## config.mk

```make
export PLATFORM = sky130hd
export DESIGN_NAME = hsv_to_rgb_convert_core_flat
export DESIGN_NICKNAME = d
export VERILOG_FILES = /design/src/design/hsvrgb_pkg.sv /design/src/design/hsvrgb_ifs.sv /design/src/design/hsvrgb_front.sv /design/src/design/hsvrgb_scale.sv /design/src/design/hsv_to_rgb_convert_core.sv /design/src/flat_wrapper.sv
export SDC_FILE = /design/constraint.sdc
export NUM_CORES = 2
export LEC_CHECK = 0
export ABC_AREA = 0
export BUFFER_PORTS_ARGS = -buffer_cell sky130_fd_sc_hd__buf_2
export CAP_MARGIN = 25
export CORE_MARGIN = 1
export CORE_UTILIZATION = 35
export DETAILED_ROUTE_END_ITERATION = 8
export PLACE_DENSITY = 0.5
export SLEW_MARGIN = 20
export SYNTH_ARGS = -nofsm -noshare
export SYNTH_HDL_FRONTEND = slang
export SYNTH_SLANG_ARGS = --single-unit
```

## constraint.sdc

```tcl
create_clock -name clk -period 17.3 [get_ports clk]
set_input_delay 2.595 -clock clk [delete_from_list [all_inputs] [get_ports clk]]
set_output_delay 2.595 -clock clk [all_outputs]
set_load 0.02 [all_outputs]
```

## src/design/hsvrgb_pkg.sv

```systemverilog
// ----------------------------------------------------------------------------
// hsvrgb_pkg: shared types and constants for the HSV to RGB converter
// Field widths, fixed-point constants, hue sector codes and the per-channel
// scale factor bundle passed between the front end and the scaler.
// ----------------------------------------------------------------------------
package hsvrgb_pkg;

  // Port field widths
  localparam int HUE_W  = 15;
  localparam int Q8_W   = 10;
  localparam int CHAN_W = 8;

  // Hue in 1/16 degree: one turn and one sector
  localparam int HUE_TURN   = 5760;
  localparam int HUE_SECTOR = 960;
  localparam int HUE_OFFSET = 3 * HUE_TURN;  // lifts any 15-bit hue above zero

  // Q8 unity and the clamped width (0..256)
  localparam int Q8_ONE = 256;
  localparam int UQ_W   = 9;

  // Internal widths
  localparam int HW_W   = 16;  // hue after offset, before wrap
  localparam int H_W    = 13;  // wrapped hue 0..5759
  localparam int F_W    = 10;  // sector fraction 0..960
  localparam int V255_W = 16;  // value times 255
  localparam int K_W    = 18;  // channel factor 0..245760
  localparam int P_W    = V255_W + K_W;
  localparam int Q_W    = 12;  // product over 2^22, at most 3825

  // Channel = floor(v*255*K / (256 * 256 * 960)): the common
  // denominator is 15 * 2^22, taken as a shift and a reciprocal multiply.
  localparam int DEN_SHIFT   = 22;
  localparam int RECIP15     = 17477;  // ceil(2^18 / 15), exact for Q < 4096
  localparam int RECIP_W     = 15;
  localparam int RECIP_SHIFT = 18;

  localparam int K_MAX = Q8_ONE * HUE_SECTOR;

  // Hue sectors: which channel is max, which ramps and in what sense
  typedef enum logic [2:0] {
    SEC_R_MAX_G_UP = 3'd0,
    SEC_G_MAX_R_DN = 3'd1,
    SEC_G_MAX_B_UP = 3'd2,
    SEC_B_MAX_G_DN = 3'd3,
    SEC_B_MAX_R_UP = 3'd4,
    SEC_R_MAX_B_DN = 3'd5
  } sector_t;

  // Per-channel factors, each out of K_MAX
  typedef struct packed {
    logic [K_W-1:0] kr;
    logic [K_W-1:0] kg;
    logic [K_W-1:0] kb;
  } k_t;

endpackage

```

## src/design/hsvrgb_ifs.sv

```systemverilog
// ----------------------------------------------------------------------------
// hsvrgb_ifs: valid/ready channels of the HSV to RGB converter
// One interface for the HSV pixel stream and one for the RGB pixel stream.
// ----------------------------------------------------------------------------
interface hsvrgb_hsv_if;
  import hsvrgb_pkg::*;

  logic                     valid;
  logic                     ready;
  logic signed [HUE_W-1:0]  hue;
  logic signed [Q8_W-1:0]   saturation;
  logic signed [Q8_W-1:0]   brightness;

  modport source (output valid, output hue, output saturation, output brightness,
                  input ready);
  modport sink   (input valid, input hue, input saturation, input brightness,
                  output ready);
endinterface

interface hsvrgb_rgb_if;
  import hsvrgb_pkg::*;

  logic              valid;
  logic              ready;
  logic [CHAN_W-1:0] red;
  logic [CHAN_W-1:0] green;
  logic [CHAN_W-1:0] blue;

  modport source (output valid, output red, output green, output blue,
                  input ready);
  modport sink   (input valid, input red, input green, input blue,
                  output ready);
endinterface

```

## src/design/hsvrgb_front.sv

```systemverilog
// ----------------------------------------------------------------------------
// hsvrgb_front: normalize, find sector, build channel factors
// Three register stages: wrap and clamp, sector and fraction, factors.
// ----------------------------------------------------------------------------
module hsvrgb_front (
  input  logic                             clk,
  input  logic                             rst,
  input  logic                             en,
  input  logic                             in_valid,
  input  logic signed [hsvrgb_pkg::HUE_W-1:0] hue,
  input  logic signed [hsvrgb_pkg::Q8_W-1:0]  saturation,
  input  logic signed [hsvrgb_pkg::Q8_W-1:0]  brightness,
  output logic                             out_valid,
  output logic [hsvrgb_pkg::V255_W-1:0]    v255,
  output hsvrgb_pkg::k_t                   k
);
  import hsvrgb_pkg::*;

  logic vld1, vld2, vld3;

  // Stage 1: wrap hue, clamp saturation and value
  logic [HUE_W+1:0] hsum;
  logic [HW_W-1:0]  hw0, hw1, hw2, hw3;
  logic [UQ_W-1:0]  s_cl, v_cl;
  logic [H_W-1:0]   h1;
  logic [UQ_W-1:0]  s1, v1;

  always_comb begin
    hsum = {{2{hue[HUE_W-1]}}, hue} + (HUE_W+2)'(HUE_OFFSET);
    hw0  = hsum[HW_W-1:0];
    hw1  = (hw0 >= HW_W'(4 * HUE_TURN)) ? hw0 - HW_W'(4 * HUE_TURN) : hw0;
    hw2  = (hw1 >= HW_W'(2 * HUE_TURN)) ? hw1 - HW_W'(2 * HUE_TURN) : hw1;
    hw3  = (hw2 >= HW_W'(HUE_TURN))     ? hw2 - HW_W'(HUE_TURN)     : hw2;

    if (saturation[Q8_W-1]) begin
      s_cl = '0;
    end else if (saturation > Q8_W'(Q8_ONE)) begin
      s_cl = UQ_W'(Q8_ONE);
    end else begin
      s_cl = saturation[UQ_W-1:0];
    end

    if (brightness[Q8_W-1]) begin
      v_cl = '0;
    end else if (brightness > Q8_W'(Q8_ONE)) begin
      v_cl = UQ_W'(Q8_ONE);
    end else begin
      v_cl = brightness[UQ_W-1:0];
    end
  end

  // Stage 2: sector, fraction inside it, value times 255, 1 - s
  sector_t          sec_c, sec2;
  logic [H_W-1:0]   fdiff;
  logic [UQ_W+8:0]  v255_c;
  logic [F_W-1:0]   f2;
  logic [UQ_W-1:0]  s2, sd2;
  logic [V255_W-1:0] v2;

  always_comb begin
    if (h1 <= H_W'(HUE_SECTOR)) begin
      sec_c = SEC_R_MAX_G_UP;
    end else if (h1 <= H_W'(2 * HUE_SECTOR)) begin
      sec_c = SEC_G_MAX_R_DN;
    end else if (h1 <= H_W'(3 * HUE_SECTOR)) begin
      sec_c = SEC_G_MAX_B_UP;
    end else if (h1 <= H_W'(4 * HUE_SECTOR)) begin
      sec_c = SEC_B_MAX_G_DN;
    end else if (h1 <= H_W'(5 * HUE_SECTOR)) begin
      sec_c = SEC_B_MAX_R_UP;
    end else begin
      sec_c = SEC_R_MAX_B_DN;
    end

    // Rising sectors measure from the bottom edge, falling ones from the top
    case (sec_c)
      SEC_R_MAX_G_UP: fdiff = h1;
      SEC_G_MAX_R_DN: fdiff = H_W'(2 * HUE_SECTOR) - h1;
      SEC_G_MAX_B_UP: fdiff = h1 - H_W'(2 * HUE_SECTOR);
      SEC_B_MAX_G_DN: fdiff = H_W'(4 * HUE_SECTOR) - h1;
      SEC_B_MAX_R_UP: fdiff = h1 - H_W'(4 * HUE_SECTOR);
      SEC_R_MAX_B_DN: fdiff = H_W'(6 * HUE_SECTOR) - h1;
      default:        fdiff = '0;
    endcase

    v255_c = {v1, 8'd0} - {8'd0, v1};
  end

  // Stage 3: factors out of K_MAX; minimum is 960*(256-s), ramp adds f*s
  logic [F_W+UQ_W-1:0] fs;
  logic [K_W-1:0]      kmin, kmaxv;
  logic [K_W:0]        kramp_sum;
  logic [K_W-1:0]      kramp;
  k_t                  k_c;

  always_comb begin
    fs        = (F_W+UQ_W)'(f2) * (F_W+UQ_W)'(s2);
    kmin      = K_W'({sd2, 10'd0} - {4'd0, sd2, 6'd0});
    kramp_sum = {1'b0, (K_W)'(fs)} + {1'b0, kmin};
    kramp     = kramp_sum[K_W-1:0];
    kmaxv     = K_W'(K_MAX);
    case (sec2)
      SEC_R_MAX_G_UP: k_c = '{kr: kmaxv, kg: kramp, kb: kmin};
      SEC_G_MAX_R_DN: k_c = '{kr: kramp, kg: kmaxv, kb: kmin};
      SEC_G_MAX_B_UP: k_c = '{kr: kmin,  kg: kmaxv, kb: kramp};
      SEC_B_MAX_G_DN: k_c = '{kr: kmin,  kg: kramp, kb: kmaxv};
      SEC_B_MAX_R_UP: k_c = '{kr: kramp, kg: kmin,  kb: kmaxv};
      default:        k_c = '{kr: kmaxv, kg: kmin,  kb: kramp};
    endcase
  end

  always_ff @(posedge clk) begin
    if (rst) begin
      vld1 <= 1'b0;
      vld2 <= 1'b0;
      vld3 <= 1'b0;
    end else if (en) begin
      vld1 <= in_valid;
      vld2 <= vld1;
      vld3 <= vld2;
    end
  end

  always_ff @(posedge clk) begin
    if (en) begin
      h1   <= hw3[H_W-1:0];
      s1   <= s_cl;
      v1   <= v_cl;
      sec2 <= sec_c;
      f2   <= fdiff[F_W-1:0];
      s2   <= s1;
      sd2  <= UQ_W'(Q8_ONE) - s1;
      v2   <= v255_c[V255_W-1:0];
      k    <= k_c;
      v255 <= v2;
    end
  end

  assign out_valid = vld3;

  a_hue_wrapped: assert property (@(posedge clk) disable iff (rst)
    vld1 |-> (h1 < H_W'(HUE_TURN)))
    else $error("wrapped hue out of one turn");

  a_fraction_range: assert property (@(posedge clk) disable iff (rst)
    vld2 |-> (f2 <= F_W'(HUE_SECTOR) && sd2 <= UQ_W'(Q8_ONE)))
    else $error("sector fraction or 1-s out of range");

  a_one_channel_max: assert property (@(posedge clk) disable iff (rst)
    vld3 |-> (k.kr == K_W'(K_MAX) || k.kg == K_W'(K_MAX) || k.kb == K_W'(K_MAX)))
    else $error("no channel carries the maximum");

endmodule

```

## src/design/hsvrgb_scale.sv

```systemverilog
// ----------------------------------------------------------------------------
// hsvrgb_scale: turn channel factors into 8-bit channels
// Two register stages: value times factor over 2^22, then divide by 15.
// ----------------------------------------------------------------------------
module hsvrgb_scale (
  input  logic                          clk,
  input  logic                          rst,
  input  logic                          en,
  input  logic                          in_valid,
  input  logic [hsvrgb_pkg::V255_W-1:0] v255,
  input  hsvrgb_pkg::k_t                k,
  output logic                          out_valid,
  output logic [hsvrgb_pkg::CHAN_W-1:0] red,
  output logic [hsvrgb_pkg::CHAN_W-1:0] green,
  output logic [hsvrgb_pkg::CHAN_W-1:0] blue
);
  import hsvrgb_pkg::*;

  logic vld4, vld5;

  // Stage 4: full products, keep the bits above 2^22
  logic [P_W-1:0] pr, pg, pb;
  logic [Q_W-1:0] qr, qg, qb;

  assign pr = P_W'(v255) * P_W'(k.kr);
  assign pg = P_W'(v255) * P_W'(k.kg);
  assign pb = P_W'(v255) * P_W'(k.kb);

  // Stage 5: floor(q / 15) by reciprocal; exact over the whole q range
  logic [Q_W+RECIP_W-1:0] tr, tg, tb;

  assign tr = (Q_W+RECIP_W)'(qr) * (Q_W+RECIP_W)'(RECIP15);
  assign tg = (Q_W+RECIP_W)'(qg) * (Q_W+RECIP_W)'(RECIP15);
  assign tb = (Q_W+RECIP_W)'(qb) * (Q_W+RECIP_W)'(RECIP15);

  always_ff @(posedge clk) begin
    if (rst) begin
      vld4 <= 1'b0;
      vld5 <= 1'b0;
    end else if (en) begin
      vld4 <= in_valid;
      vld5 <= vld4;
    end
  end

  always_ff @(posedge clk) begin
    if (en) begin
      qr    <= pr[DEN_SHIFT+Q_W-1:DEN_SHIFT];
      qg    <= pg[DEN_SHIFT+Q_W-1:DEN_SHIFT];
      qb    <= pb[DEN_SHIFT+Q_W-1:DEN_SHIFT];
      red   <= tr[RECIP_SHIFT+CHAN_W-1:RECIP_SHIFT];
      green <= tg[RECIP_SHIFT+CHAN_W-1:RECIP_SHIFT];
      blue  <= tb[RECIP_SHIFT+CHAN_W-1:RECIP_SHIFT];
    end
  end

  assign out_valid = vld5;

  a_quotient_range: assert property (@(posedge clk) disable iff (rst)
    vld4 |-> (qr <= Q_W'(15 * 255) && qg <= Q_W'(15 * 255) && qb <= Q_W'(15 * 255)))
    else $error("scaled product exceeds one full channel");

endmodule

```

## src/design/hsv_to_rgb_convert_core.sv

```systemverilog
// ----------------------------------------------------------------------------
// hsv_to_rgb_convert_core: HSV pixel to 8-bit RGB pixel, one per clock
// Top level: wires the front end and scaler and runs the pipeline stall.
// ----------------------------------------------------------------------------
// Usage:
//   hsv_in  (sink)   : hue in 1/16 degree (any 15-bit value, wrapped into one
//                      turn), saturation and brightness as signed Q8 clamped
//                      to 0..256. A transfer happens when valid and ready are
//                      both high at a rising edge of clk.
//   rgb_out (source) : red, green, blue, each the truncated 0..255 channel.
//                      Black comes out whenever brightness is zero or less.
// Each pixel taken on hsv_in passes through the register stages below in order to rgb_out.
// Throughput: 1 pixel per cycle while rgb_out is not stalled; five register stages
//   (wrap/clamp, sector, factors, value multiply, divide by 15) each take a new pixel every clock.
// Stall: while rgb_out holds a pixel that is not taken, every stage holds
//   and hsv_in.ready drops; nothing is lost or repeated, and a new pixel is
//   taken in the same cycle the waiting result is transferred.
// Reset: rst (synchronous, active high) clears all stage valid bits; the
//   block is empty and ready on the first cycle after reset.
// ----------------------------------------------------------------------------
module hsv_to_rgb_convert_core (
  input  logic         clk,
  input  logic         rst,
  hsvrgb_hsv_if.sink   hsv_in,
  hsvrgb_rgb_if.source rgb_out
);
  import hsvrgb_pkg::*;

  logic           en;
  logic           front_valid;
  logic [V255_W-1:0] v255;
  k_t             k;

  // Advance the whole pipe unless the output register holds an untaken pixel
  assign en           = !rgb_out.valid || rgb_out.ready;
  assign hsv_in.ready = en;

  hsvrgb_front u_front (
    .clk        (clk),
    .rst        (rst),
    .en         (en),
    .in_valid   (hsv_in.valid),
    .hue        (hsv_in.hue),
    .saturation (hsv_in.saturation),
    .brightness (hsv_in.brightness),
    .out_valid  (front_valid),
    .v255       (v255),
    .k          (k)
  );

  // Last stage of the scaler doubles as the output register
  hsvrgb_scale u_scale (
    .clk       (clk),
    .rst       (rst),
    .en        (en),
    .in_valid  (front_valid),
    .v255      (v255),
    .k         (k),
    .out_valid (rgb_out.valid),
    .red       (rgb_out.red),
    .green     (rgb_out.green),
    .blue      (rgb_out.blue)
  );

endmodule
```

## src/flat_wrapper.sv

```systemverilog
// flat-port wrapper written by rule: the top's interface ports become plain ports
module hsv_to_rgb_convert_core_flat import hsvrgb_pkg::*;
  (clk, rst, hsv_in_valid, hsv_in_hue, hsv_in_saturation, hsv_in_brightness, hsv_in_ready, rgb_out_valid, rgb_out_red, rgb_out_green, rgb_out_blue, rgb_out_ready);
  hsvrgb_hsv_if hsv_in_i ();
  hsvrgb_rgb_if rgb_out_i ();
  input  logic clk;
  input  logic rst;
  input wire logic [$bits(hsv_in_i.valid)-1:0] hsv_in_valid;
  input wire logic [$bits(hsv_in_i.hue)-1:0] hsv_in_hue;
  input wire logic [$bits(hsv_in_i.saturation)-1:0] hsv_in_saturation;
  input wire logic [$bits(hsv_in_i.brightness)-1:0] hsv_in_brightness;
  output wire logic [$bits(hsv_in_i.ready)-1:0] hsv_in_ready;
  output wire logic [$bits(rgb_out_i.valid)-1:0] rgb_out_valid;
  output wire logic [$bits(rgb_out_i.red)-1:0] rgb_out_red;
  output wire logic [$bits(rgb_out_i.green)-1:0] rgb_out_green;
  output wire logic [$bits(rgb_out_i.blue)-1:0] rgb_out_blue;
  input wire logic [$bits(rgb_out_i.ready)-1:0] rgb_out_ready;
  assign hsv_in_i.valid = hsv_in_valid;
  assign hsv_in_i.hue = hsv_in_hue;
  assign hsv_in_i.saturation = hsv_in_saturation;
  assign hsv_in_i.brightness = hsv_in_brightness;
  assign hsv_in_ready = hsv_in_i.ready;
  assign rgb_out_valid = rgb_out_i.valid;
  assign rgb_out_red = rgb_out_i.red;
  assign rgb_out_green = rgb_out_i.green;
  assign rgb_out_blue = rgb_out_i.blue;
  assign rgb_out_i.ready = rgb_out_ready;
  hsv_to_rgb_convert_core u_core (.clk(clk), .rst(rst), .hsv_in(hsv_in_i), .rgb_out(rgb_out_i));
endmodule
```

==> results.sh <==
export IMPL_clock_skew_final_ns=0.0239
export IMPL_gr_usage_all_layers_pct=17.1
export IMPL_core_mm2=0.120
export IMPL_count_of_flip_flops_with_a_built_in_enable_after_synthesis=207
export IMPL_synth_top_area_cell="fa_1"
export IMPL_stdcell_area_mm2=0.0453
export IMPL_most_congested_layer_reported_by_global_routing="met2"
export IMPL_syn_avg_cell_area_um2=9.82
export IMPL_synth_flop_cell="edfxtp_1"
export IMPL_ctsLongestPathBuffers=3
export IMPL_crit_path_start_kind="flop"
export IMPL_sequential_cell_area_mm2=0.00632
export IMPL_critPathTopFamily="adder cells"
export IMPL_worst_slew_pin_slew_ns=0.999
export IMPL_worstHoldEndpoint="u_core.u_front.v255[15]"
export IMPL_post_synth_inst_count=4319
export IMPL_grt_first_pass_wirelength_um=166000
export IMPL_antenna_violations_before_repair=3
export IMPL_synthToLayoutAreaGrowth_pct=6.89
export IMPL_synth_common_cells="inv_1, fa_1, nand2_1"
export IMPL_gp_congestion=0.825
export IMPL_routed_wirelength_um=99900
export IMPL_synth_distinct_cells=83
export IMPL_post_cts_resize_count=0
export IMPL_cp_max_fo=54
export IMPL_grt_start_max_net_pins=69
export IMPL_cts_max_level=1
export IMPL_async_flop_share_pct=0
export IMPL_regToRegEndpoint="u_core.u_scale.qg[11]"
export IMPL_cts_post_setup_buffers_inserted=0
export IMPL_r2r_setup_slack_ns=9.59
export IMPL_use_met3_pct=1.59
export IMPL_cp_buffers_inverters=4
export IMPL_drt_pass1_iterations=5
export IMPL_worst_hold_path_num_cells=0
export IMPL_timing_rr_start="u_core.u_front.v255[12]"
export IMPL_ys_seq_elements=212
export IMPL_postPlaceCellArea_mm2=0.0443
export IMPL_cp_arrival_ns=8.07
export IMPL_worstPathCellList="buf_4 -> nand2_1 -> fa_1 -> inv_1 -> fa_1 -> fa_1 -> fa_1 -> fa_1 -> inv_1 -> fa_1 -> inv_1 -> ha_1 -> a31o_2 -> a21o_1 -> a211oi_1 -> o211ai_1 -> a221oi_1 -> o21ai_0 -> o21ai_0 -> a21oi_1 -> a21oi_1 -> xnor2_1"
export IMPL_post_route_worst_setup_slack_ns=9.59
export IMPL_drive_gt1_share_pct=4.06
export IMPL_postCtsHoldBufs=0
export IMPL_die_width_um=350
export IMPL_criticalPathCategory="flop to flop"
export IMPL_drt_first_iter_violations=1411
export IMPL_placement_setup_worst_slack_ns=9.56
export IMPL_finalHoldViolCount=0
export IMPL_post_synth_main_area_contributors="fa_1, ha_1, edfxtp_1"
export IMPL_cp_end_kind="flop"
export IMPL_number_of_placement_rows=127
export IMPL_postSynthNetCount=5664
export IMPL_synthesis_yosys_warnings=0
export IMPL_io_pins=65
export IMPL_drv_cap=0
export IMPL_rsz0062_at_grt="no"
export IMPL_post_synth_instance_area_mm2=0.0424
export IMPL_period_share_pct=44.6
export IMPL_r2r_worst_path_cells=22
export IMPL_grt_met2_usage_pct=28.7
export IMPL_total_area_of_multi_input_combinational_cells_mm2=0.0320
export IMPL_min_path_type="flop to flop"
export IMPL_max_slew_violation_count=0
export IMPL_status="finished, final reports clean"
export IMPL_wl_per_cell_um=16.9
export IMPL_synth_top_cell_area_share_pct=36.7
export IMPL_numCtsBuffers=30
export IMPL_root_buffer="clkbuf_16"
export IMPL_max_stage_delay_ns=0.65
export IMPL_cts_sinks=212
export IMPL_cts_clk_slew_worst_paths_ns=0.06
export IMPL_num_vias=28206
export IMPL_insertion_delay_ns=0.61
export IMPL_finish_net_count=5612
export IMPL_die_area_mm2=0.123
export IMPL_critical_path_slowest_cell="a221oi_1"
export IMPL_globalRouteOverflowTotal=0
export IMPL_tritoncts="yes"
export IMPL_setup_tns_final_ns=0
export IMPL_setup_violations=0
export IMPL_floorplan_initialDensity_pct=35.3
export IMPL_detail_route_drc_violations=0
export IMPL_maxClockFrequency_mhz=130
export IMPL_yosysSeqAreaShare_pct=14.9
export IMPL_worst_path_most_repeated_cell="fa_1"
export IMPL_relSlewSlack_pct=31.7
export IMPL_routed_via_density=4.78
export IMPL_cp_required_ns=17.66
export IMPL_timing_final_crit_period_ns=7.71
export IMPL_hold_start="u_core.u_front.v2[15]"
export IMPL_vias_in_the_first_global_route=30408
export IMPL_detailedPlacementHpwl_um=76100
export IMPL_layout_filler_cells=12143
export IMPL_grt_use_met1_pct=24.2
export IMPL_detail_route_antenna_nets=0
export IMPL_port_buffers=64
export IMPL_most_instantiated_library_cell_after_synthesis="inv_1"
export IMPL_die_height_um=350
## through the flow
step	instances	util, %	hold slack [ns]
2_1_floorplan	4319	-	0.400
3_3_place_gp	5846	36.9	0.406
3_5_place_dp	5846	36.9	0.405
4_1_cts	5901	37.8	0.418
5_1_grt	5902	37.8	0.423
6_report	5904	37.8	0.417
## final cells by class
class                           instances  area share, %
Timing Repair Buffer                   88           1.10
Clock buffer                           33           1.68
Tap cell                             1612           4.45
Clock inverter                         22          0.610
Sequential cell                       212           13.9
Multi-Input combinational cell       3032           70.7
Inverter                              903           7.48
Antenna cell                            2         0.0110
## cell usage in the layout, fill, tap and decap left out, types with 13 or more instances in the layout
cell,synthesis,routed
inv_1,903,903
fa_1,778,778
nand2_1,557,557
ha_1,528,528
and2_1,486,486
edfxtp_1,207,207
xnor2_1,80,80
nor2_1,76,76
buf_2,1,64
a21oi_1,62,62
o21ai_0,52,52
xor2_1,46,46
a21o_1,45,45
clkbuf_16,0,30
nor3_1,26,25
buf_4,0,24
nor2b_1,22,22
nand3_1,21,21
and3_1,18,18
a211oi_1,17,17
a22oi_1,16,16
a22o_1,13,13
## cell families (layout without fill, tap and decap cells)
family,after synthesis,after routing,synth area share (%)
buffers and inverters,1075,1046,9.54
adders and majority gates,1306,1306,52.3
AOI/OAI and AO/OA,323,323,5.34
DFF,212,212,14.9
xor gates and xnor gates,129,129,2.73
and+or+nand+nor,1265,1265,14.9
muxes,9,9,0.239
other,0,2,0
## how the worst max path moves through the flow
stage                                       start                    end  slack [ns]  cells after the start
after floorplan                     rgb_out_ready           hsv_in_ready        6.07                      2
after global placement    u_core.u_front.v255[12]  u_core.u_scale.qg[11]        9.62                     22
after detailed placement   u_core.u_front.v255[1]  u_core.u_scale.qg[11]        9.56                     22
after CTS                  u_core.u_front.v255[1]  u_core.u_scale.qg[11]        9.52                     22
after global routing       u_core.u_front.v255[1]  u_core.u_scale.qg[11]        8.97                     22
final                     u_core.u_front.v255[12]  u_core.u_scale.qg[11]        9.59                     22
## layer usage
metal	vias to the layer above	share of wire (%)
li1	13238	-
met1	14366	48
met2	504	47
met3	98	4.0
met4	0	1.9
met5	-	0
## worst reg2reg max path, cell delays in order, from the launching register on
cell and delay (ns):
edfxtp_1 0.32, buf_4 0.56, nand2_1 0.25, fa_1 0.58, inv_1 0.05, fa_1 0.48, fa_1 0.52, fa_1 0.52
fa_1 0.54, inv_1 0.05, fa_1 0.53, inv_1 0.04, ha_1 0.35, a31o_2 0.26, a21o_1 0.18, a211oi_1 0.25
o211ai_1 0.15, a221oi_1 0.65, o21ai_0 0.28, o21ai_0 0.42, a21oi_1 0.17, a21oi_1 0.21, xnor2_1 0.10
## registers in the layout, indices dropped and copies added, names as in the netlist, 10 cells and up
| signal | count |
|---|---|
| u_core.u_front.v2 | 16 |
| u_core.u_front.k | 54 |
| u_core.u_front.h1 | 13 |
| u_core.u_front.v255 | 16 |
| u_core.u_scale.qg | 12 |
| u_core.u_front.f2 | 10 |
| u_core.u_scale.qr | 12 |
| u_core.u_scale.qb | 12 |
Power is left out: the tool's default activity adds up to more than one toggle a clock period on the data nets, which glitch-free logic cannot reach.
